--- config.mk ---
export PLATFORM = sky130hd
export DESIGN_NAME = ffha_ram
export DESIGN_NICKNAME = d
export VERILOG_FILES = /design/src/rtl/ffha_ram.sv
export SDC_FILE = /design/constraint.sdc
export NUM_CORES = 1
export LEC_CHECK = 0
export BUFFER_PORTS_ARGS = -buffer_cell sky130_fd_sc_hd__buf_2
export CELL_PAD_IN_SITES_DETAIL_PLACEMENT = 1
export CELL_PAD_IN_SITES_GLOBAL_PLACEMENT = 1
export CORE_MARGIN = 1
export CORE_UTILIZATION = 40
export CTS_CLUSTER_SIZE = 10
export DETAILED_ROUTE_END_ITERATION = 8
export PLACE_DENSITY_LB_ADDON = 0.1
export SLEW_MARGIN = 20
export SYNTH_ARGS = -nofsm -noshare
export SYNTH_HDL_FRONTEND = slang
export SYNTH_SLANG_ARGS = --single-unit
--- constraint.sdc ---
create_clock -name aclk -period 4.42 [get_ports aclk]
set_input_delay 0.442 -clock aclk [delete_from_list [all_inputs] [get_ports aclk]]
set_output_delay 0.442 -clock aclk [all_outputs]
set_load 0.1 [all_outputs]
--- src/rtl/ffha_ram.sv ---
module ffha_ram #(
    parameter int WIDTH = 8,
    parameter int DEPTH = 16,
    localparam int IW   = (DEPTH > 1) ? $clog2(DEPTH) : 1
) (
    input  logic             aclk,
    input  logic             we,
    input  logic [IW-1:0]    waddr,
    input  logic [WIDTH-1:0] wdata,
    input  logic [IW-1:0]    raddr,
    output logic [WIDTH-1:0] rdata
);

    logic [WIDTH-1:0] mem [DEPTH];

    always_ff @(posedge aclk) begin
        if (we) begin
            mem[waddr] <= wdata;
        end
        rdata <= mem[raddr];
    end

endmodule

==> results of run 1 <==
==> power groups by stage <==
stage	Combinational, mW	Clock, mW	Sequential, mW
3_5_place_dp	0.193	0	1.48
5_1_grt	0.202	1.35	1.45
2_1_floorplan	0.0732	0	1.54
6_report	0.190	1.28	1.45
3_3_place_gp	0.191	0	1.48
4_1_cts	0.193	1.30	1.45
==> per-layer routing <==
layer / routed length (µm) / GRT usage (%)
met5: 0 / 0
met4: 223 / 9.87
met3: 404 / 4.45
met2: 4840 / 25.7
met1: 4950 / 24.2
==> through the flow <==
| stage | setup slack (ns) | std cells |
|---|---|---|
| after CTS | 2.39 | 451 |
| after detailed placement | 1.94 | 419 |
| final | 2.41 | 451 |
| after global routing | 2.29 | 451 |
| after global placement | 1.85 | 419 |
| after floorplan | 2.49 | 229 |
==> state kept, by name (all words and copies together) (netlist names) <==
register,cells
mem,128
rdata,8
==> synth_stat cells, drive strengths merged <==
library cell | n | share of area (%)
a22oi | 16 | 2.3
nor3 | 4 | 0.39
nand3b | 2 | 0.29
buf | 7 | 1.1
nor2b | 1 | 0.12
nand2b | 2 | 0.24
or3b | 1 | 0.17
clkdlybuf4s25 | 3 | 0.58
edfxtp | 128 | 75
and2 | 1 | 0.12
mux4 | 32 | 15
and2b | 1 | 0.15
nand2 | 9 | 0.66
dfxtp | 8 | 3.1
nand3 | 1 | 0.097
nor2 | 13 | 0.95
==> worst max-delay path: stages <==
cell and delay (ns):
buf_2 0.60, buf_4 0.36, mux4_1 0.57, a22oi_1 0.19, nand2_1 0.10
==> kinds of logic (layout without fill, tap and decap cells) <==
family	Yosys count	count (layout)
flops	136	136
simple gates	35	35
buf+inv	10	60
mux	32	32
compound gates	16	16
==> how the worst min path moves through the flow <==
stage | start | end | cells after the start
6_report | wdata[6] | mem[8][6]$_DFFE_PP_ | 1
5_1_grt | wdata[0] | mem[1][0]$_DFFE_PP_ | 1
4_1_cts | wdata[0] | mem[1][0]$_DFFE_PP_ | 1
3_5_place_dp | mem[15][3]$_DFFE_PP_ | rdata[3]$_DFF_P_ | 3
3_3_place_gp | mem[14][5]$_DFFE_PP_ | rdata[5]$_DFF_P_ | 3
2_1_floorplan | wdata[0] | mem[0][0]$_DFFE_PP_ | 0
==> cell type report <==
| cell class | instances | area (µm²) | share of cell area, % |
|---|---|---|---|
| sequential | 136 | 4000 | 67.1 |
| multi-input combinational | 83 | 1070 | 17.9 |
| clock buffer | 27 | 483 | 8.10 |
| tap | 172 | 215 | 3.61 |
| timing repair buffer | 28 | 148 | 2.47 |
| clock inverter | 5 | 48.8 | 0.818 |
==> layout by cell type (no fill, tap or decap) <==
master     Yosys  layout
a22oi_1       16      16
and2_1         1       1
and2b_1        1       1
buf_2          3      25
buf_4          1       3
bufinv_16      0       1
clkbuf_1       0       8
clkbuf_16      0      17
clkbuf_8       0       2
clkinv_1       0       1
clkinv_2       0       3
dfxtp_1        8       8
edfxtp_1     128     128
mux4_1        14      14
mux4_2        18      18
nand2_1        9       9
nand2b_1       2       2
nand3_1        1       1
nand3b_1       2       2
nor2_1        13      13
nor2b_1        1       1
nor3_1         4       2
nor3_2         0       2
or3b_2         1       1
==> results.toml, run 1 <==
[outcome]
status = "finished clean"

[timing]
setup_viol = 0
tns_ns = 0
clock_skew_ns = 0.00517
worst_pin_slew_ns = 1.03
fmax_ghz = 0.498
slew_violations = 0
layout_min_cycle_time_ns = 2.01
final-hold-violation-count = 0
holdWs_ns = 0.426
timing.slew.headroom_pct = 31.0
rsz0062_at_grt = "no"
finalCritPeriodShare_pct = 45.4

[global_route]
grt_overflow = 0
grt_pass1_wl_mm = 15.4
grt_max_degree = 33
antenna_found_initial = 0
grt_pass1_vias = 2473
grt_usage_pct = 17.6

[floorplan]
fp.dieW_um = 115
num_rows = 41
start_util_pct = 41.0
die_height_um = 115
die_area_um2 = 13300
coreArea_um2 = 12600
boundaryPins = 26

[power]
comb_power_share_pct = 6.5
p_clk_share_pct = 43.8
power_density_nw_per_um2 = 489
fin_total_pwr_mw = 2.92
pwr-share-seq_pct = 49.7
vdd_drop_max_mv = 0.315
p_int_mw = 2.29
sw_frac_of_total_pct = 21.4
p_leak_nw = 1.97
p_sw_mw = 0.623

[worst_setup_path]
crit_path_max_fanout = 23
crit_end = "rdata[4]$_DFF_P_"
cp.required_ns = 4.70
r2r_end = "rdata[2]$_DFF_P_"
reg2reg_slack_ns = 2.95
worst_setup_path_end_kind = "flip-flop"
startpoint = "raddr[0]"
crit_type = "input port to flip-flop"
r2r-start = "mem[5][2]$_DFFE_PP_"
cp_data_arrival_time_ns = 2.29
reg2reg_depth = 3
cp-start-kind = "input port"

[job]
drv_cap = 0

[finish]
utilization_pct = 47.5
diodes = 0
fill_cells = 1156
nets = 284
finalInstanceArea_um2 = 5970
layout-drive-gt1-share_pct = 25.8
area_delta_synth_final_pct = 15.9

[logic_synthesis]
synth_fp_nets = 247
synth_cell_types = 19
syn_inst = 229
synthXorXnorAreaFrac_pct = 0
syn_area_um2 = 5150
synthSimpleGateAreaFrac_pct = 3.18
synthAdderAreaFrac_pct = 0
yosys_register_bits = 136
ys_warn_count = 0
syn_area_per_cell_um2 = 22.5
ys_seq_area_share_pct = 77.8
synth-compound-area-share_pct = 2.33
synth_top_family_by_area = "multiplexers"
synth.area.mux_share_pct = 15.0

[detailed_routing]
postRouteAntennaNets = 0
drt_iter0_markers = 83
drc = 0
routed_via_density = 5.17
dr.pass1.iters = 4
avgRoutedWirePerCell_um = 23.1
wl_mm = 10.4
num_vias = 2333

[clock_network]
post_cts.repair.setup_buffers = 0
cts-buffers-inserted = 17
insertion_delay_ns = 0.41
cts_hold_buffers = 0
htree_levels = 4
cts.clk_slew.worst_paths_ns = 0.06
cts_tree = "yes"
postCtsResizedCells = 0
cts_sinks = 136
clockRootBuffer = "clkbuf_16"
clock_path_buffers = 2

[hold_path]
hold_class = "input port to flip-flop"

[placed_design]
dpl.hpwl_mm = 6.41
gp_congestion = 0.665
placed_area_um2 = 5430
port_buffers = 25
Power figures use the tool's default switching activity.
==> run 2, diff against run 1 <==
==> constraint.sdc (replaced) <==
create_clock -name aclk -period 1.7 [get_ports aclk]
set_input_delay 0.17 -clock aclk [delete_from_list [all_inputs] [get_ports aclk]]
set_output_delay 0.17 -clock aclk [all_outputs]
set_load 0.1 [all_outputs]
==> results.toml, run 2 (synthesized netlist as in run 1, its figures left out) <==
[detailed_routing]
wl_mm = 10.3
num_vias = 2432
routed_via_density = 5.14
avgRoutedWirePerCell_um = 21.8
drt_iter0_markers = 132
drc = 0
dr.pass1.iters = 4
postRouteAntennaNets = 0

[worst_setup_path]
path_buf_inv = 1
crit_type = "flip-flop to output pin"
crit_path_max_fanout = 1
max_stage_delay_ns = 0.45
cp_data_arrival_time_ns = 1.23
crit_cells = 1
path_cells = "buf_2"
worst_setup_path_end_kind = "output pin"
cp-start-kind = "flip-flop"
path_delay_family = "buffers and inverters"
reg2reg_depth = 3
cp.required_ns = 1.53
crit_slowest_cell = "buf_2"

[clock_network]
clock_path_buffers = 2
cts_tree = "yes"
cts_hold_buffers = 0
post_cts.repair.setup_buffers = 0
postCtsResizedCells = 0
insertion_delay_ns = 0.42
cts-buffers-inserted = 17
htree_levels = 4
cts_sinks = 136
cts.clk_slew.worst_paths_ns = 0.06
clockRootBuffer = "clkbuf_16"

[finish]
area_delta_synth_final_pct = 22.0
layout-drive-gt1-share_pct = 33.2
diodes = 0
mostFrequentLayoutCells = "edfxtp_1 (128), buf_2 (25), buf_4 (22)"
largest-register = "mem"
layout_commonest_cell = "edfxtp_1"
nets = 306
largestRegisters = "mem (128), rdata (8)"
largest_register_ff_count = 128
fill_cells = 1137

[timing]
timing.slew.headroom_pct = 49.4
layout_min_cycle_time_ns = 1.40
fmax_ghz = 0.714
finalCritPeriodShare_pct = 82.3
final-hold-violation-count = 0
worst_pin_slew_ns = 0.756
clock_skew_ns = 0.00499
rsz0062_at_grt = "no"
slew_violations = 0
setup_viol = 0
tns_ns = 0

[placed_design]
port_buffers = 25
dpl.hpwl_mm = 6.79
gp_congestion = 0.718

[floorplan]
die_height_um = 115
start_util_pct = 41.0
fp.dieW_um = 115
coreArea_um2 = 12600
boundaryPins = 26
die_area_um2 = 13300
num_rows = 41

[hold_path]
hold_class = "input port to flip-flop"
hold_depth = 1

[global_route]
grt_usage_pct = 17.5
antenna_found_initial = 0
grt_max_degree = 33
grt_overflow = 0
grt_pass1_vias = 2562
grt_pass1_wl_mm = 15.6

[power]
p_leak_nw = 2.15
power_density_nw_per_um2 = 1320
fin_total_pwr_mw = 8.27
vdd_drop_max_mv = 0.910

[outcome]
status = "finished clean"

[job]
drv_cap = 0
==> run 2: changes by cell type in the layout (fill, tap and decap cells not counted), sizes merged <==
cell / delta
buf: +22
bufinv: +4
clkbuf: -10
clkinv: +3
clkinvlp: +2
inv: +1
==> run 2: layer usage <==
metal / routed length [µm] / track usage [%]
met1: 4770 / 24.2
met2: 4890 / 25.9
met3: 437 / 4.55
met4: 195 / 8.83
met5: 0 / 0
==> run 2: through the flow <==
stage	cell area (µm²)	cells	util, %	worst slack [ns]	hold slack [ns]
4_1_cts	6280	473	50.0	0.259	0.120
2_1_floorplan	5150	229	-	0.0371	0.269
5_1_grt	6280	473	50.0	0.247	0.137
3_5_place_dp	5630	441	44.8	0.0444	0.569
3_3_place_gp	5630	441	44.8	0.0470	0.554
6_report	6280	473	50.0	0.300	0.137
==> run 2: area by class of cell <==
class	count	area, µm²	area share, %
Tap cell	172	215	3.43
Sequential cell	136	4000	63.8
Timing Repair Buffer	50	350	5.58
Clock buffer	17	425	6.78
Clock inverter	15	226	3.61
Multi-Input combinational cell	83	1060	16.8
==> run 2: path summary, 6_finish.rpt <==
| path | to | from | slack, ns |
|---|---|---|---|
| worst max-delay path | rdata[3] | rdata[3]$_DFF_P_ | 0.30 |
| worst min-delay path | mem[6][6]$_DFFE_PP_ | wdata[6] | 0.14 |
| worst max register to register | rdata[0]$_DFF_P_ | mem[1][0]$_DFFE_PP_ | 0.32 |
| worst min register to register | rdata[2]$_DFF_P_ | mem[7][2]$_DFFE_PP_ | 0.69 |
==> run 2: power breakdown <==
| group | leakage [nW] | switching (mW) | total (mW) | internal, mW |
|---|---|---|---|---|
| Combinational | 0.616 | 0.359 | 0.519 | 0.160 |
| Clock | 0.311 | 1.37 | 3.98 | 2.60 |
| Sequential | 1.22 | 0.0239 | 3.77 | 3.75 |
| Total | 2.15 | 1.75 | 8.27 | 6.51 |
==> run 3, diff against run 2 <==
==> constraint.sdc (replaced) <==
create_clock -name aclk -period 1.2 [get_ports aclk]
set_input_delay 0.12 -clock aclk [delete_from_list [all_inputs] [get_ports aclk]]
set_output_delay 0.12 -clock aclk [all_outputs]
set_load 0.1 [all_outputs]
==> results.toml, run 3 (synthesized netlist as in run 1, its figures left out) <==
[timing]
setup_viol = 8
layout_min_cycle_time_ns = 1.32
clock_skew_ns = 0.00545
tns_ns = -0.490
holdWs_ns = 0.0915
fmax_ghz = 0.759
final-hold-violation-count = 0
timing.slew.headroom_pct = 43.3
finalCritPeriodShare_pct = 110
rsz0062_at_grt = "yes"
fin_ws_ns = -0.117
slew_violations = 0
worst_pin_slew_ns = 0.848

[placed_design]
gp_congestion = 0.692
place_inst = 450
port_buffers = 25
dpl.hpwl_mm = 6.87
placed_area_um2 = 5780

[power]
power_density_nw_per_um2 = 1720
p_leak_nw = 2.14
p_clk_share_pct = 43.5
sw_frac_of_total_pct = 21.0
comb_power_share_pct = 7.6
p_int_mw = 8.65
vdd_drop_max_mv = 0.790
p_sw_mw = 2.30
pwr-share-seq_pct = 48.9

[global_route]
grt_pass1_wl_mm = 15.6
grt_use_met3_pct = 5.23
antenna_found_initial = 0
grt_max_degree = 20
met2_usage_pct = 25.7
use_met1_pct = 24.0
grt_overflow = 0
grt_pass1_vias = 2557
grt.busiest_layer = "met2"
grt_usage_pct = 17.4

[finish]
utilization_pct = 50.6
layout_commonest_cell = "edfxtp_1"
largestRegisters = "mem (128), rdata (8)"
largest-register = "mem"
largest_register_ff_count = 128
finalInstanceArea_um2 = 6360
nets = 315
fill_cells = 1143
instances_no_fill = 482
diodes = 0
layout-drive-gt1-share_pct = 41.3
mostFrequentLayoutCells = "edfxtp_1 (128), buf_4 (32), mux4_2 (30)"
area_delta_synth_final_pct = 23.5

[detailed_routing]
drc = 0
postRouteAntennaNets = 0
dr.pass1.iters = 4
wl_mm = 10.2
avgRoutedWirePerCell_um = 21.1
num_vias = 2407
drt_iter0_markers = 131
routed_via_density = 4.99

[worst_setup_path]
cp-start-kind = "flip-flop"
max_stage_delay_ns = 0.52
crit_cells = 3
r2r-start = "mem[7][7]$_DFFE_PP_"
crit_end = "rdata[7]$_DFF_P_"
path_delay_family = "multiplexers"
worst_setup_path_end_kind = "flip-flop"
reg2reg_slack_ns = -0.12
crit_type = "flip-flop to flip-flop"
cp_data_arrival_time_ns = 1.61
r2r_end = "rdata[7]$_DFF_P_"
crit_slowest_cell = "mux4_2"
path_buf_inv = 0
crit_path_max_fanout = 1
startpoint = "mem[7][7]$_DFFE_PP_"
reg2reg_depth = 3
path_cells = "mux4_2 -> a22oi_2 -> nand2_1"
cp.required_ns = 1.49

[floorplan]
die_height_um = 115
boundaryPins = 26
start_util_pct = 41.0
num_rows = 41
die_area_um2 = 13300
coreArea_um2 = 12600
fp.dieW_um = 115

[outcome]
status = "complete, but fails checks"
violations = "setup timing"

[clock_network]
cts.clk_slew.worst_paths_ns = 0.05
cts-buffers-inserted = 17
cts_tree = "yes"
cts_hold_buffers = 0
clock_path_buffers = 2
insertion_delay_ns = 0.41
cts_sinks = 136
htree_levels = 4
clockRootBuffer = "clkbuf_16"

[job]
drv_cap = 0

[hold_path]
hold_class = "input port to flip-flop"
==> run 3: worst reg2reg max path, cell delays in order, from the launching register on <==
cell and delay, ns:
edfxtp_1 0.37, mux4_2 0.52, a22oi_2 0.24, nand2_1 0.08
==> run 3: worst min path at each step <==
stage | from | end | slack (ns) | cells after the start
2_1_floorplan | wdata[0] | mem[0][0]$_DFFE_PP_ | 0.22 | 0
3_3_place_gp | wdata[5] | mem[6][5]$_DFFE_PP_ | 0.51 | 1
3_5_place_dp | wdata[4] | mem[7][4]$_DFFE_PP_ | 0.52 | 1
4_1_cts | wdata[4] | mem[6][4]$_DFFE_PP_ | 0.08 | 1
5_1_grt | wdata[4] | mem[6][4]$_DFFE_PP_ | 0.09 | 1
6_report | wdata[5] | mem[7][5]$_DFFE_PP_ | 0.09 | 1
==> run 3: layer usage <==
metal	up-vias	routed length [µm]	part of all wire [%]
met2	43	4780	47
li1	1099	-	-
met3	11	296	2.9
met5	-	0	0
met1	1254	4940	49
met4	0	137	1.3
==> run 3: stage by stage <==
stage	setup WS, ns	total power [mW]
2_1_floorplan	-0.0563	5.95
3_3_place_gp	-0.362	6.24
6_report	-0.117	10.9
3_5_place_dp	-0.342	6.25
5_1_grt	-0.139	11.3
4_1_cts	-0.121	11.0
==> run 3: repair_timing <==
| action | in CTS | in global routing |
|---|---|---|
| setup buffers | 0 | 0 |
| pin swaps | 1 | 3 |
| setup endpoints to repair | 14 | 8 |
| gates resized for setup | 16 | 6 |
==> run 3: final cells by class <==
type / count / area [µm²] / area share (%)
clock inverters: 1 / 5.00 / 0.0787
multi-input cells: 83 / 1080 / 17.0
clock buffers: 31 / 548 / 8.62
repair buffers: 59 / 508 / 7.99
well taps: 172 / 215 / 3.38
flip-flops and latches: 136 / 4000 / 63.0
==> run 3: power by group through the flow <==
stage	clock, mW	combinational, mW	sequential (mW)
global route	5.01	0.881	5.36
floorplan	0	0.286	5.66
detailed placement	0	0.801	5.45
global placement	0	0.792	5.45
finish	4.76	0.828	5.36
CTS	4.85	0.834	5.36
